===== src/rtl/core/fnvrh_pkg.sv =====
// ----------------------------------------------------------------------------
// fnvrh_pkg
// Shared types and constants for the FNV-1a 64-bit record hash core.
// ----------------------------------------------------------------------------
package fnvrh_pkg;

  localparam int unsigned HASH_W   = 64;
  localparam int unsigned BYTE_W   = 8;
  localparam int unsigned WORD_BYTES = HASH_W / BYTE_W;
  localparam int unsigned CNT_W    = $clog2(WORD_BYTES);

  localparam logic [HASH_W-1:0] FNV_BASIS = 64'hCBF2_9CE4_8422_2325;
  localparam logic [HASH_W-1:0] FNV_PRIME = 64'h0000_0100_0000_01B3;

  // Rounds left after the first byte, minus one (counter stops at zero).
  localparam logic [CNT_W-1:0] MIX_CNT_LOAD = CNT_W'(WORD_BYTES - 2);

  typedef enum logic [1:0] {
    FUNC_WORD  = 2'd0,
    FUNC_BOOL  = 2'd1,
    FUNC_EMPTY = 2'd2,
    FUNC_SKIP  = 2'd3
  } func_t;

  typedef enum logic [1:0] {
    ST_IDLE,
    ST_MIX,
    ST_EMIT
  } state_t;

  // Result request from the sequencer to the output register.
  typedef struct packed {
    logic              valid;
    logic [HASH_W-1:0] digest;
  } res_t;

endpackage


===== src/rtl/core/fnvrh_mix_unit.sv =====
// ----------------------------------------------------------------------------
// fnvrh_mix_unit
// One FNV-1a round: XOR a byte into the hash, multiply by the FNV prime.
// ----------------------------------------------------------------------------
module fnvrh_mix_unit
  import fnvrh_pkg::*;
(
  input  logic [HASH_W-1:0] hash_in,
  input  logic [BYTE_W-1:0] byte_in,
  output logic [HASH_W-1:0] hash_out
);

  logic [HASH_W-1:0] x;

  assign x = hash_in ^ {{(HASH_W-BYTE_W){1'b0}}, byte_in};

  // prime = 2^40 + 2^8 + 0xB3, 0xB3 = 2^7 + 2^5 + 2^4 + 2^1 + 2^0
  assign hash_out = (x << 40) + (x << 8) + (x << 7) + (x << 5)
                  + (x << 4) + (x << 1) + x;

endmodule


===== src/rtl/core/fnvrh_seq.sv =====
// ----------------------------------------------------------------------------
// fnvrh_seq
// Sequencer: holds the running hash and steps the shared mix unit once per
// byte of a word.
// ----------------------------------------------------------------------------
module fnvrh_seq
  import fnvrh_pkg::*;
(
  input  logic              clk,
  input  logic              rst,
  input  logic              in_valid,
  output logic              in_ready,
  input  logic [1:0]        func,
  input  logic [HASH_W-1:0] data_word,
  input  logic              first_field,
  input  logic              last_field,
  input  logic              slot_free,
  output res_t              res
);

  localparam int unsigned SHR_W = HASH_W - BYTE_W;

  state_t            state, state_next;
  logic [HASH_W-1:0] hash, hash_next;
  logic [SHR_W-1:0]  shreg, shreg_next;
  logic [CNT_W-1:0]  cnt, cnt_next;
  logic              last_q, last_q_next;
  logic              pend_zero, pend_zero_next;

  logic [HASH_W-1:0] mix_in;
  logic [BYTE_W-1:0] mix_byte;
  logic [HASH_W-1:0] mix_out;
  func_t             fsel;

  assign fsel = func_t'(func);

  fnvrh_mix_unit u_mix (
    .hash_in  (mix_in),
    .byte_in  (mix_byte),
    .hash_out (mix_out)
  );

  always_ff @(posedge clk) begin
    if (rst) begin
      state <= ST_IDLE;
      hash  <= FNV_BASIS;
    end else begin
      state <= state_next;
      hash  <= hash_next;
    end
  end

  always_ff @(posedge clk) begin
    shreg     <= shreg_next;
    cnt       <= cnt_next;
    last_q    <= last_q_next;
    pend_zero <= pend_zero_next;
  end

  always_comb begin
    state_next     = state;
    hash_next      = hash;
    shreg_next     = shreg;
    cnt_next       = cnt;
    last_q_next    = last_q;
    pend_zero_next = pend_zero;
    mix_in         = hash;
    mix_byte       = shreg[BYTE_W-1:0];
    res.valid      = 1'b0;
    res.digest     = mix_out;
    in_ready       = 1'b0;

    case (state)
      ST_IDLE: begin
        in_ready = 1'b1;
        mix_in   = first_field ? FNV_BASIS : hash;
        mix_byte = (fsel == FUNC_BOOL) ? {{(BYTE_W-1){1'b0}}, data_word[0]}
                                       : data_word[BYTE_W-1:0];
        if (in_valid) begin
          case (fsel)
            FUNC_WORD: begin
              // first byte mixed on accept, the rest in ST_MIX
              hash_next   = mix_out;
              shreg_next  = data_word[HASH_W-1:BYTE_W];
              cnt_next    = MIX_CNT_LOAD;
              last_q_next = last_field;
              state_next  = ST_MIX;
            end
            FUNC_BOOL: begin
              hash_next = mix_out;
              if (last_field) begin
                res.valid      = 1'b1;
                pend_zero_next = 1'b0;
                if (!slot_free) state_next = ST_EMIT;
              end
            end
            FUNC_EMPTY: begin
              hash_next      = FNV_BASIS;
              res.valid      = 1'b1;
              res.digest     = '0;
              pend_zero_next = 1'b1;
              if (!slot_free) state_next = ST_EMIT;
            end
            default: ; // unused selector: dropped
          endcase
        end
      end

      ST_MIX: begin
        hash_next  = mix_out;
        shreg_next = {{BYTE_W{1'b0}}, shreg[SHR_W-1:BYTE_W]};
        cnt_next   = cnt - 1'b1;
        if (cnt == '0) begin
          if (last_q) begin
            res.valid      = 1'b1;
            pend_zero_next = 1'b0;
            state_next     = slot_free ? ST_IDLE : ST_EMIT;
          end else begin
            state_next = ST_IDLE;
          end
        end
      end

      ST_EMIT: begin
        res.valid  = 1'b1;
        res.digest = pend_zero ? '0 : hash;
        if (slot_free) state_next = ST_IDLE;
      end

      default: begin
        state_next = ST_IDLE;
      end
    endcase
  end

endmodule


===== src/rtl/core/fnv1a64_record_hash_core.sv =====
// ----------------------------------------------------------------------------
// fnv1a64_record_hash_core
// Running FNV-1a 64-bit hash over a stream of record fields, one field word
// per input handshake, digest out on the last field or an empty run.
// ----------------------------------------------------------------------------
//
//  channel  handshake            payload                               dir
//  -------  -------------------  ------------------------------------  ---
//  in       in_valid / in_ready  func, data_word, first_field,          in
//                                last_field
//  out      out_valid/out_ready  digest                                out
//
// Bytes: a 64-bit word is mixed one byte per cycle through the single
//   XOR/multiply-by-prime unit (first byte on the accept cycle). A boolean,
//   an empty run or an unused selector is taken without any ST_MIX steps.
// Reset: rst is synchronous; the running hash returns to the offset basis and
//   the output register empties.
// Stalls: a finished digest sits in the output register while the next word
//   is taken; the core holds off input while it mixes the rest of a word
//   and when a second digest is ready while the first still waits.
// ----------------------------------------------------------------------------
module fnv1a64_record_hash_core
  import fnvrh_pkg::*;
(
  input  logic              clk,
  input  logic              rst,
  // input word channel
  input  logic              in_valid,
  output logic              in_ready,
  input  logic [1:0]        func,
  input  logic [HASH_W-1:0] data_word,
  input  logic              first_field,
  input  logic              last_field,
  // digest channel
  output logic              out_valid,
  input  logic              out_ready,
  output logic [HASH_W-1:0] digest
);

  res_t res;
  logic slot_free;

  // Output slot can take a new digest when empty or being drained this cycle.
  assign slot_free = !out_valid || out_ready;

  fnvrh_seq u_seq (
    .clk         (clk),
    .rst         (rst),
    .in_valid    (in_valid),
    .in_ready    (in_ready),
    .func        (func),
    .data_word   (data_word),
    .first_field (first_field),
    .last_field  (last_field),
    .slot_free   (slot_free),
    .res         (res)
  );

  // Output register: valid flag is control, digest is payload only.
  always_ff @(posedge clk) begin
    if (rst) begin
      out_valid <= 1'b0;
    end else if (res.valid && slot_free) begin
      out_valid <= 1'b1;
    end else if (out_ready) begin
      out_valid <= 1'b0;
    end
  end

  always_ff @(posedge clk) begin
    if (res.valid && slot_free) begin
      digest <= res.digest;
    end
  end

endmodule


===== config.mk =====
export PLATFORM = sky130hd
export DESIGN_NAME = fnv1a64_record_hash_core
export DESIGN_NICKNAME = d
export VERILOG_FILES = /design/src/rtl/core/fnvrh_pkg.sv /design/src/rtl/core/fnvrh_mix_unit.sv /design/src/rtl/core/fnvrh_seq.sv /design/src/rtl/core/fnv1a64_record_hash_core.sv
export SDC_FILE = /design/constraint.sdc
export NUM_CORES = 1
export LEC_CHECK = 0
export BUFFER_PORTS_ARGS = -buffer_cell sky130_fd_sc_hd__buf_2
export CAP_MARGIN = 20
export CORE_ASPECT_RATIO = 1.5
export CORE_MARGIN = 2
export CORE_UTILIZATION = 45
export CTS_CLUSTER_SIZE = 14
export DETAILED_ROUTE_END_ITERATION = 10
export GPL_ROUTABILITY_DRIVEN = 0
export PLACE_DENSITY_LB_ADDON = 0.15
export SYNTH_ARGS = -nofsm -noshare
export SYNTH_HDL_FRONTEND = slang
export SYNTH_SLANG_ARGS = --single-unit

===== constraint.sdc =====
create_clock -name clk -period 6.1 [get_ports clk]
set_input_delay 0.305 -clock clk [delete_from_list [all_inputs] [get_ports clk]]
set_output_delay 0.305 -clock clk [all_outputs]
set_load 0.02 [all_outputs]

==> metrics.txt, run 1 <==
status=complete, no violations; max-cap violation count=0; Cell Area, Synth=18,600 um^2; die area=43,000 um^2; Fmax=0.168 GHz; compound-cell area share of the yosys netlist=15.4%; combinational family with the most area after synthesis=adder cells; proportion of synthesized flip-flops having asynchronous set or reset=0%; number of hold buffers added after cts=0; library cell appearing most often on the critical path=buf_4; area growth from synthesis to layout=19.2%; vias per cell=5.42; final max-slew violation count=0; First DRT Iteration DRCs=705; number of global-route vias before repair=15,433; root buffer cell=clkbuf_16; post-route clock skew=0.0169 ns; CTS tree=yes; global routing usage summed across all routing layers=25.7%; relative slew slack=around a quarter; Top FF cell, synth=edfxtp_1; simple-gate portion of the synthesized area=11.1%; mean instance size in the synthesized netlist=approximately 9.9 um^2; number of hold violations in the final report=0; EDFF count, synth=~130; initial cell density of the core=approximately 45%; xor/xnor share of the synthesized area=approximately 4.2%; number of placed I/O pins=about 140; slowest stage cell on the critical path=fa_1; endpoint arrival time on the critical path=6.19 ns; Syn. warnings=0; sort of element at the end of the critical path=flip-flop; hold crit path type=input pin to flip-flop; total of buffers placed on input and output ports=between 100 and 150; type of the worst setup path=flip-flop to flip-flop; crit-path max FO=9; Horiz. Die Dim=170 um; Remaining Overflow, GRT=0; total CTS buffers=17; clock period minus final worst setup slack=5.96 ns; Least-Margin Pin Slew=between 1 and 1.5 ns; DR DRC count=0; Cell Count, Final, Fillers Out=2,653; placed cell areas=about 21,000 um^2; number of cells after detailed placement=around 2,600; crit-path max cell delay=0.48 ns; share of synthesized area occupied by flip-flops and latches=a little over a quarter; Std-Cell Rows=91; Placeable Area=between 40,000 and 50,000 um^2; Die Ht=253 um; setup repair after global routing missed its margin=yes; kind of launch point of the worst setup path=flip-flop; Adder-Cell Fraction of Synth Area=33.1%; number of clock sinks=about 190; number of nets in the final layout=between 2,000 and 3,000; total wire length after detailed routing=53,900 um; initial antenna violation count=2; maximum number of pins on one net before global-route repair=65; synth unique cells=82; data required time at the worst endpoint=6.34 ns; antenna viol nets, final=0; Filler Cell Count=3,658; final non-filler cell area=22,200 um^2; post-synthesis sequential element count=192; post-route fraction of the period consumed by the critical path=between 90% and 100%; number of standard cells after synthesis=1,871; CTS H-tree lvls=4; register clock-pin slew on the reported worst setup and hold paths=0.09 ns; net count after synthesis=2,294; Final setup viols=0; number of iterations in the first detailed-routing pass=7; detailed-route via count=14,391; maximum buffer depth of the clock tree=2; first-pass GRT wire length=approximately 83,000 um; clock latency on the worst-skew pair=between 0.4 and 0.5 ns; wire length per cell=about 20 um; mux cell area share after synthesis=0.0538%; hpwl dp=42,400 um; layout cells sized above 1=23.1%
[Yosys cell counts, types with 4 or more instances]
master / count / area share (%)
nand4_1: 15 / 0.50
o22ai_1: 14 / 0.47
fa_1: 233 / 25
a21o_1: 46 / 1.9
o21ai_0: 46 / 1.2
a22o_1: 72 / 3.4
xor2_1: 27 / 1.3
a21oi_1: 82 / 2.2
clkbuf_8: 5 / 0.37
xnor2_1: 63 / 3.0
nand2b_1: 41 / 1.4
a22oi_1: 20 / 0.81
buf_6: 4 / 0.24
inv_1: 319 / 6.4
and3_1: 8 / 0.27
nand2_1: 229 / 4.6
nand3_1: 16 / 0.43
buf_2: 8 / 0.22
and2_1: 13 / 0.44
a211oi_1: 10 / 0.40
or3_1: 5 / 0.17
nor2b_1: 18 / 0.61
o21bai_1: 12 / 0.48
dfxtp_1: 67 / 7.2
o22a_1: 15 / 0.71
or2_2: 8 / 0.27
o211ai_1: 5 / 0.20
nor3_1: 9 / 0.24
and4_1: 4 / 0.19
nor2_1: 71 / 1.4
edfxtp_1: 125 / 20
a21o_2: 4 / 0.19
ha_1: 118 / 7.9
a21oi_2: 6 / 0.28
a31oi_1: 11 / 0.37
clkbuf_1: 56 / 1.1
[metrics by stage]
step | util [%] | setup TNS [ns] | hold slack [ns] | setup WS [ns]
finish | 54.1 | 0 | 0.0649 | 0.143
global route | 54.1 | -0.0761 | 0.0470 | -0.0353
CTS | 52.7 | 0 | 0.0360 | 0.00142
detailed placement | 51.0 | -0.551 | 0.489 | -0.121
global placement | 51.0 | -0.532 | 0.478 | -0.148
floorplan | - | 0 | 0.404 | 0.00338
[metal layers]
metal | wire length, um | vias to the layer above | track usage [%]
li1 | - | 6706 | -
met1 | 19700 | 7144 | 27.4
met2 | 28800 | 384 | 47.6
met3 | 1970 | 155 | 3.69
met4 | 3440 | 2 | 15.2
met5 | 10 | - | 0
[flip-flops by register name (all words and copies together), names as in the netlist]
name	count
digest	64
u_seq.hash	64
u_seq.shreg	56
u_seq.cnt	3
u_seq.state	2
out_valid	1
u_seq.last_q	1
u_seq.pend_zero	1
[cells in the final DEF, fill, tap and decap left out, drive strengths merged, types with 11 or more instances in the layout]
cell type,instances
inv,332
buf,315
fa,233
nand2,230
edfxtp,125
ha,118
a21oi,89
a22o,72
nor2,72
dfxtp,67
xnor2,63
o21ai,52
a21o,50
nand2b,41
xor2,27
a22oi,20
clkbuf,18
nor2b,18
nand3,16
nand4,15
o22a,15
o22ai,14
and2,14
a31oi,13
o21bai,12
a211oi,11
[critical path, delay by kind of cell, from the launching register on]
kind                     cells  cell delay (ns)
XOR/XNOR                     1             0.19
AND/OR/NAND/NOR              4             0.81
AO/OA/AOI/OAI                8             1.26
flip-flops                   1             0.31
buffers and inverters        9             1.10
adder cells (fa/ha/maj)      5             2.03
[worst paths after layout]
check | startpoint | end | slack, ns | cells past startpoint
hold / removal | last_field | u_seq.last_q$_DFFE_PP_ | 0.06 | 1
setup / recovery | u_seq.state[1]$_SDFFE_PP0P_ | digest[47]$_DFFE_PP_ | 0.14 | 27
hold reg to reg | u_seq.hash[3]$_SDFFE_PP0P_ | u_seq.hash[3]$_SDFFE_PP0P_ | 0.50 | 2
setup reg to reg | u_seq.state[1]$_SDFFE_PP0P_ | digest[47]$_DFFE_PP_ | 0.14 | 27
[cells by family after synthesis]
group                      Yosys count
DFF                                192
AOI/OAI and AO/OA                  389
adders and majority gates          352
and+or+nand+nor                    449
muxes                                1
buffers and inverters              398
xor gates and xnor gates            90
[layout make-up]
cell class / count / area [um^2] / area share, %
repair buffers: 316 / 2100 / 9.49
well taps: 511 / 639 / 2.88
clock buffers: 17 / 425 / 1.92
inverters: 320 / 1200 / 5.42
clock inverters: 15 / 221 / 0.999
diodes: 1 / 2.50 / 0.0113
multi-input cells: 1281 / 12500 / 56.3
flip-flops and latches: 192 / 5090 / 23.0
[repair_timing]
action	4_1_cts	5_1_grt
gates resized for setup	9	97
buffers inserted	0	10
setup endpoints to repair	22	59
cloned	0	1
pin swaps	1	23
Power of run 1 is left out: the tool's default activity adds up to more than one toggle a clock period on the data nets, which glitch-free logic cannot reach.
==> run 2, diff against run 1 <==
Settings changed: ABC_AREA set to 1, MAX_ROUTING_LAYER set to met4.
==> metrics.txt, run 2 <==
Final setup viols=0 (unchanged); final non-filler cell area=23,200 um^2 (+4.5%); share of synthesized area occupied by flip-flops and latches=25.0% (-2.4 points); area growth from synthesis to layout=13.4%; hold crit path type=input pin to flip-flop; Filler Cell Count=4,340 (+19%); multi-input logic area=12,800 um^2 (+3.0%); kind of launch point of the worst setup path=flip-flop; number of hold violations in the final report=0 (unchanged); CTS H-tree lvls=4 (unchanged); top cell type's share of synthesized area=22.8% (-2.2 points); die area=47,100 um^2 (+9.6%); number of iterations in the first detailed-routing pass=6 (-1); global routing usage summed across all routing layers=30.9% (+5.2 points); number of standard cells after synthesis=2,674 (+43%); synth unique cells=42 (-49%); clock latency on the worst-skew pair=0.49 ns (about the same); count of cells along the worst hold path=1 (unchanged); most frequent cell after synthesis=nand2_1; most crowded layer after global routing=met2; Placeable Area=44,800 um^2 (+9.3%); number of placed I/O pins=138 (unchanged); post-synthesis sequential element count=192 (unchanged); commonest non-fill, non-tap cell in the layout=nand2_1; total CTS buffers=17 (unchanged); relative slew slack=25.8% (+0.10 points); Cell Area, Synth=20,400 um^2 (+9.8%); number of cells on the worst reg-to-reg path=24 (-11%); clock period minus final worst setup slack=5.93 ns (-0.0227 ns); number of global-route vias before repair=18,493 (+20%); post-route fraction of the period consumed by the critical path=97.3% (-0.37 points); max-cap violation count=0 (unchanged); net count after synthesis=3,097 (+35%); post-route clock skew=0.0188 ns (+0.00185 ns); setup repair after global routing missed its margin=yes; vias per cell=5.19 (-4.3%); met1 demand-to-capacity share in global routing=33.5% (+6.1 points); Remaining Overflow, GRT=0 (unchanged); most area-hungry cell type in the Yosys netlist=fa_1; proportion of synthesized flip-flops having asynchronous set or reset=0% (unchanged); Fmax=0.169 GHz (+0.38%); Die Ht=265 um (+4.7%); Global Route met2 Usage=51.9% (+4.3 points); first-pass GRT wire length=104,000 um (+26%); CTS tree=yes; final max-slew violation count=0 (unchanged); most frequent cells after synthesis=772 x nand2_1, 627 x inv_1, 233 x fa_1; Std-Cell Rows=95 (+4.4%); top area cells in the synthesized netlist=fa_1 23%, edfxtp_1 18%, nand2_1 14%; antenna viol nets, final=0 (unchanged); number of nets in the final layout=3,300 (+29%); maximum buffer depth of the clock tree=2 (unchanged); number of clock sinks=192 (unchanged); sort of element at the end of the critical path=flip-flop; initial cell density of the core=45.6% (+0.20 points); mean instance size in the synthesized netlist=7.64 um^2 (-23%); maximum number of pins on one net before global-route repair=61 (-6.2%); wire length per cell=19.8 um (-2.6%); commonest cells after routing, fill and taps aside=768 x nand2_1, 626 x inv_1, 233 x fa_1; initial antenna violation count=2 (unchanged); status=complete, no violations; type of the worst setup path=flip-flop to flip-flop; Least-Margin Pin Slew=1.11 ns (-0.00315 ns); Horiz. Die Dim=178 um (+4.7%); biggest regs=digest x64, u_seq.hash x64, u_seq.shreg x56; First DRT Iteration DRCs=1,325 (+88%); total of buffers placed on input and output ports=137 (unchanged); data required time at the worst endpoint=6.28 ns (-0.06 ns); endpoint arrival time on the critical path=6.12 ns (-0.07 ns); area of all sequential standard cells=5100 um^2 (about the same); total wire length after detailed routing=68,800 um (+28%); placed cell areas=22,300 um^2 (+6.7%); Top FF cell, synth=edfxtp_1; crit-path max FO=13 (+4); number of hold buffers added after cts=0 (unchanged); EDFF count, synth=125 (unchanged); detailed-route via count=18,027 (+25%); Syn. warnings=0 (unchanged); root buffer cell=clkbuf_16; layout cells sized above 1=11.4% (-12 points); GR Util met3=5.24% (+1.5 points); DR DRC count=0 (unchanged); register clock-pin slew on the reported worst setup and hold paths=0.09 ns (about the same); hpwl dp=56,000 um (+32%)
-- run 2: changes by cell type in the layout (fill, tap and decap cells not counted), sizes merged, moves of 41 or more --
cell and change:
nor2 +111, buf -81, inv +310, nand2 +547
a21o -50, xnor2 -52, a22o -55, o21ai +44
nand2b -41, nand3 +113
-- run 2: cell families (layout without fill, tap and decap cells) --
logic type	count (synthesis)	after routing	share of synthesized area, %
DFF	192	192	25.0
adders and majority gates	351	351	30.1
and+or+nand+nor	1135	1135	22.4
buffers and inverters	684	900	12.8
other	0	2	0
AOI/OAI and AO/OA	265	265	7.31
xor gates and xnor gates	47	47	2.53
-- run 2: final cells by class --
| cell class | count | area share (%) |
|---|---|---|
| clock buffer | 17 | 1.84 |
| multi-input combinational | 1798 | 55.5 |
| antenna | 2 | 0.0216 |
| inverter | 634 | 10.3 |
| tap | 582 | 3.14 |
| clock inverter | 15 | 1.03 |
| timing repair buffer | 234 | 6.21 |
| sequential | 192 | 22.0 |
-- run 2: critical path: stages, from the launching register on --
cell and delay [ns]:
dfxtp_2 0.38, nor2_4 0.13, nand2_2 0.06, inv_1 0.09, buf_12 0.14, buf_4 0.29, nor2_1 0.10, buf_4 0.20
fa_1 0.55, inv_1 0.14, fa_1 0.57, inv_1 0.05, fa_1 0.44, ha_1 0.29, ha_1 0.42, nand2_1 0.23
nor2_1 0.30, nand2_1 0.26, nor2_1 0.14, buf_4 0.14, nand3_1 0.21, nand3_1 0.17, nand2_1 0.08, nand3_1 0.07
o21ai_0 0.17
-- run 2: what timing repair did --
action,in CTS,in global routing
resized for setup,2,30
cloned,0,0
pin swaps,0,2
buffers inserted,0,8
setup endpoints to repair,6,49
-- run 2: path summary, 6_finish.rpt --
path              slack, ns                         from                          end
setup / recovery       0.17  u_seq.state[1]$_SDFFE_PP0P_         digest[46]$_DFFE_PP_
hold / removal         0.04                   last_field       u_seq.last_q$_DFFE_PP_
setup reg to reg       0.17  u_seq.state[1]$_SDFFE_PP0P_         digest[46]$_DFFE_PP_
hold reg to reg        0.47  u_seq.hash[14]$_SDFFE_PP0P_  u_seq.hash[14]$_SDFFE_PP0P_
-- run 2: layer usage --
metal,share of wire [%],vias up
li1,-,8539
met1,36,8576
met2,50,665
met3,5.9,247
met4,7.9,0
met5,0,-
-- run 2: per-stage QoR --
step	hold WS [ns]	TNS (ns)	std cells	setup WS, ns	utilization (%)
after CTS	0.0251	0	3464	0.0370	51.3
after detailed placement	0.455	-0.147	3432	-0.0815	49.8
after floorplan	0.404	0	2674	0.610	-
after global placement	0.452	-0.486	3431	-0.138	49.8
after global routing	0.0319	-0.0371	3474	-0.0371	51.7
final	0.0382	0	3474	0.166	51.7
Power of run 2 is left out for the same reason.
==> run 3, diff against run 2 <==
Settings changed: CORE_MARGIN 2 to 3, GPL_TIMING_DRIVEN set to 0.
==> metrics.txt, run 3 (same netlist as run 2, synthesis figures left out) <==
Top delay family on crit path=adder cells; detailed-route via count=18,073 (+0.26%); Fmax=0.168 GHz (-0.26%); commonest cells after routing, fill and taps aside=764 x nand2_1, 607 x inv_1, 233 x fa_1; library cell appearing most often on the critical path=nand2_1; Crit path buffers/inverters=7 (unchanged); initial antenna violation count=0 (-2); Remaining Overflow, GRT=0 (unchanged); first-pass GRT wire length=107,000 um (+2.7%); slowest stage cell on the critical path=fa_1; total wire length after detailed routing=71,100 um (+3.4%); kind of launch point of the worst setup path=flip-flop; number of cells on the worst reg-to-reg path=27 (+13%); number of global-route vias before repair=18,598 (+0.57%); Filler Cell Count=4,365 (+0.58%); area of all sequential standard cells=5100 um^2 (about the same); hold_ws=0.0448 ns (+0.00659 ns); hold crit path type=input pin to flip-flop; commonest non-fill, non-tap cell in the layout=nand2_1; total of buffers placed on input and output ports=137 (unchanged); biggest regs=digest x64, u_seq.hash x64, u_seq.shreg x56; sort of element at the end of the critical path=flip-flop; number of hold buffers added after cts=0 (unchanged); number of antenna cells inserted=0 (-2); antenna viol nets, final=0 (unchanged); register clock-pin slew on the reported worst setup and hold paths=0.08 ns (about the same); maximum buffer depth of the clock tree=2 (unchanged); final max-slew violation count=0 (unchanged); final non-filler cell area=23,700 um^2 (+2.3%); status=complete, no violations; clock period minus final worst setup slack=5.95 ns (+0.0155 ns); post-route fraction of the period consumed by the critical path=97.5% (+0.25 points); number of hold violations in the final report=0 (unchanged); post-place setup slack=-1.88 ns (-1.80 ns); logic depth of the worst setup path including buffers=27 (+13%); number of nets in the final layout=3,302 (+0.061%); data required time at the worst endpoint=6.25 ns (-0.03 ns); Placeable Area=44,800 um^2 (unchanged); endpoint arrival time on the critical path=6.10 ns (-0.02 ns); area growth from synthesis to layout=16.0%; hpwl dp=58,500 um (+4.4%); global routing usage summed across all routing layers=30.7% (-0.18 points); maximum number of pins on one net before global-route repair=31 (-49%); number of placed I/O pins=138 (unchanged); crit-path max FO=10 (-3); post-route clock skew=0.0223 ns (+0.00353 ns); DR DRC count=0 (unchanged); CTS H-tree lvls=4 (unchanged); Horiz. Die Dim=180 um (+1.1%); number of iterations in the first detailed-routing pass=6 (unchanged); initial cell density of the core=45.6% (unchanged); crit-path max cell delay=0.50 ns (-0.07 ns); max-cap violation count=0 (unchanged); setup slack of the critical path after layout=0.150 ns (-0.0155 ns); vias per cell=5.20 (+0.26%); CTS tree=yes; die area=48,000 um^2 (+1.9%); Least-Margin Pin Slew=1.16 ns (+0.0447 ns); Die Ht=267 um (+0.76%); clock latency on the worst-skew pair=0.49 ns (about the same); layout cells sized above 1=13.8% (+2.4 points); First DRT Iteration DRCs=1,507 (+14%); setup repair after global routing missed its margin=no; count of cells along the worst hold path=1 (unchanged); Std-Cell Rows=95 (unchanged); Final setup viols=0 (unchanged); number of clock sinks=192 (unchanged); total CTS buffers=17 (unchanged); multi-input logic area=13,400 um^2 (+3.9%); worst reg2reg setup slack=0.15 ns (-0.02 ns); wire length per cell=20.5 um (+3.4%); placed cell areas=21,900 um^2 (-1.9%); root buffer cell=clkbuf_16; relative slew slack=22.9% (-2.9 points); type of the worst setup path=flip-flop to flip-flop
run 3: changes by cell type in the layout (fill, tap and decap cells not counted), moves of 10 or more:
cell	before	now
inv_1	626	607
clkinvlp_4	0	10
buf_4	95	44
nor2_1	162	107
nor2_4	5	48
clkbuf_1	0	35
nor2_2	16	28
run 3: what timing repair did:
item                       in CTS  in global routing
setup buffers                  20                 26
cloned                          0                  0
pin swaps                      12                 13
gates resized for setup       136                 91
setup endpoints to repair     110                 71
run 3: layout make-up:
cell class / instances / area share (%)
Clock buffer: 17 / 1.80
Clock inverter: 15 / 1.01
Inverter: 634 / 10.2
Tap cell: 582 / 3.07
Multi-Input combinational cell: 1798 / 56.4
Sequential cell: 192 / 21.5
Buffer: 50 / 1.31
Timing Repair Buffer: 186 / 4.71
run 3: worst paths after layout:
| kind | startpoint | endpoint |
|---|---|---|
| worst max register to register | u_seq.state[0]$_SDFFE_PP0P_ | digest[39]$_DFFE_PP_ |
| worst min-delay path | last_field | u_seq.last_q$_DFFE_PP_ |
| worst min register to register | u_seq.hash[50]$_SDFFE_PP0P_ | u_seq.hash[50]$_SDFFE_PP0P_ |
| worst max-delay path | u_seq.state[0]$_SDFFE_PP0P_ | digest[39]$_DFFE_PP_ |
run 3: layer usage:
layer  part of all wire (%)  vias up  global-route usage [%]
li1                       -     8537                       -
met3                    6.6      251                    5.03
met2                     49      711                    51.5
met4                    9.1        0                    22.1
met1                     35     8574                    33.1
met5                      0        -                       -
run 3: per-stage QoR:
| stage | instances | utilization [%] | setup TNS (ns) |
|---|---|---|---|
| after global placement | 3393 | 48.7 | -190.85 |
| after floorplan | 2674 | - | 0 |
| after CTS | 3448 | 51.7 | -0.00898 |
| final | 3474 | 52.9 | 0 |
| after detailed placement | 3396 | 48.9 | -136.38 |
| after global routing | 3474 | 52.9 | 0 |
Power of run 3 is left out for the same reason.
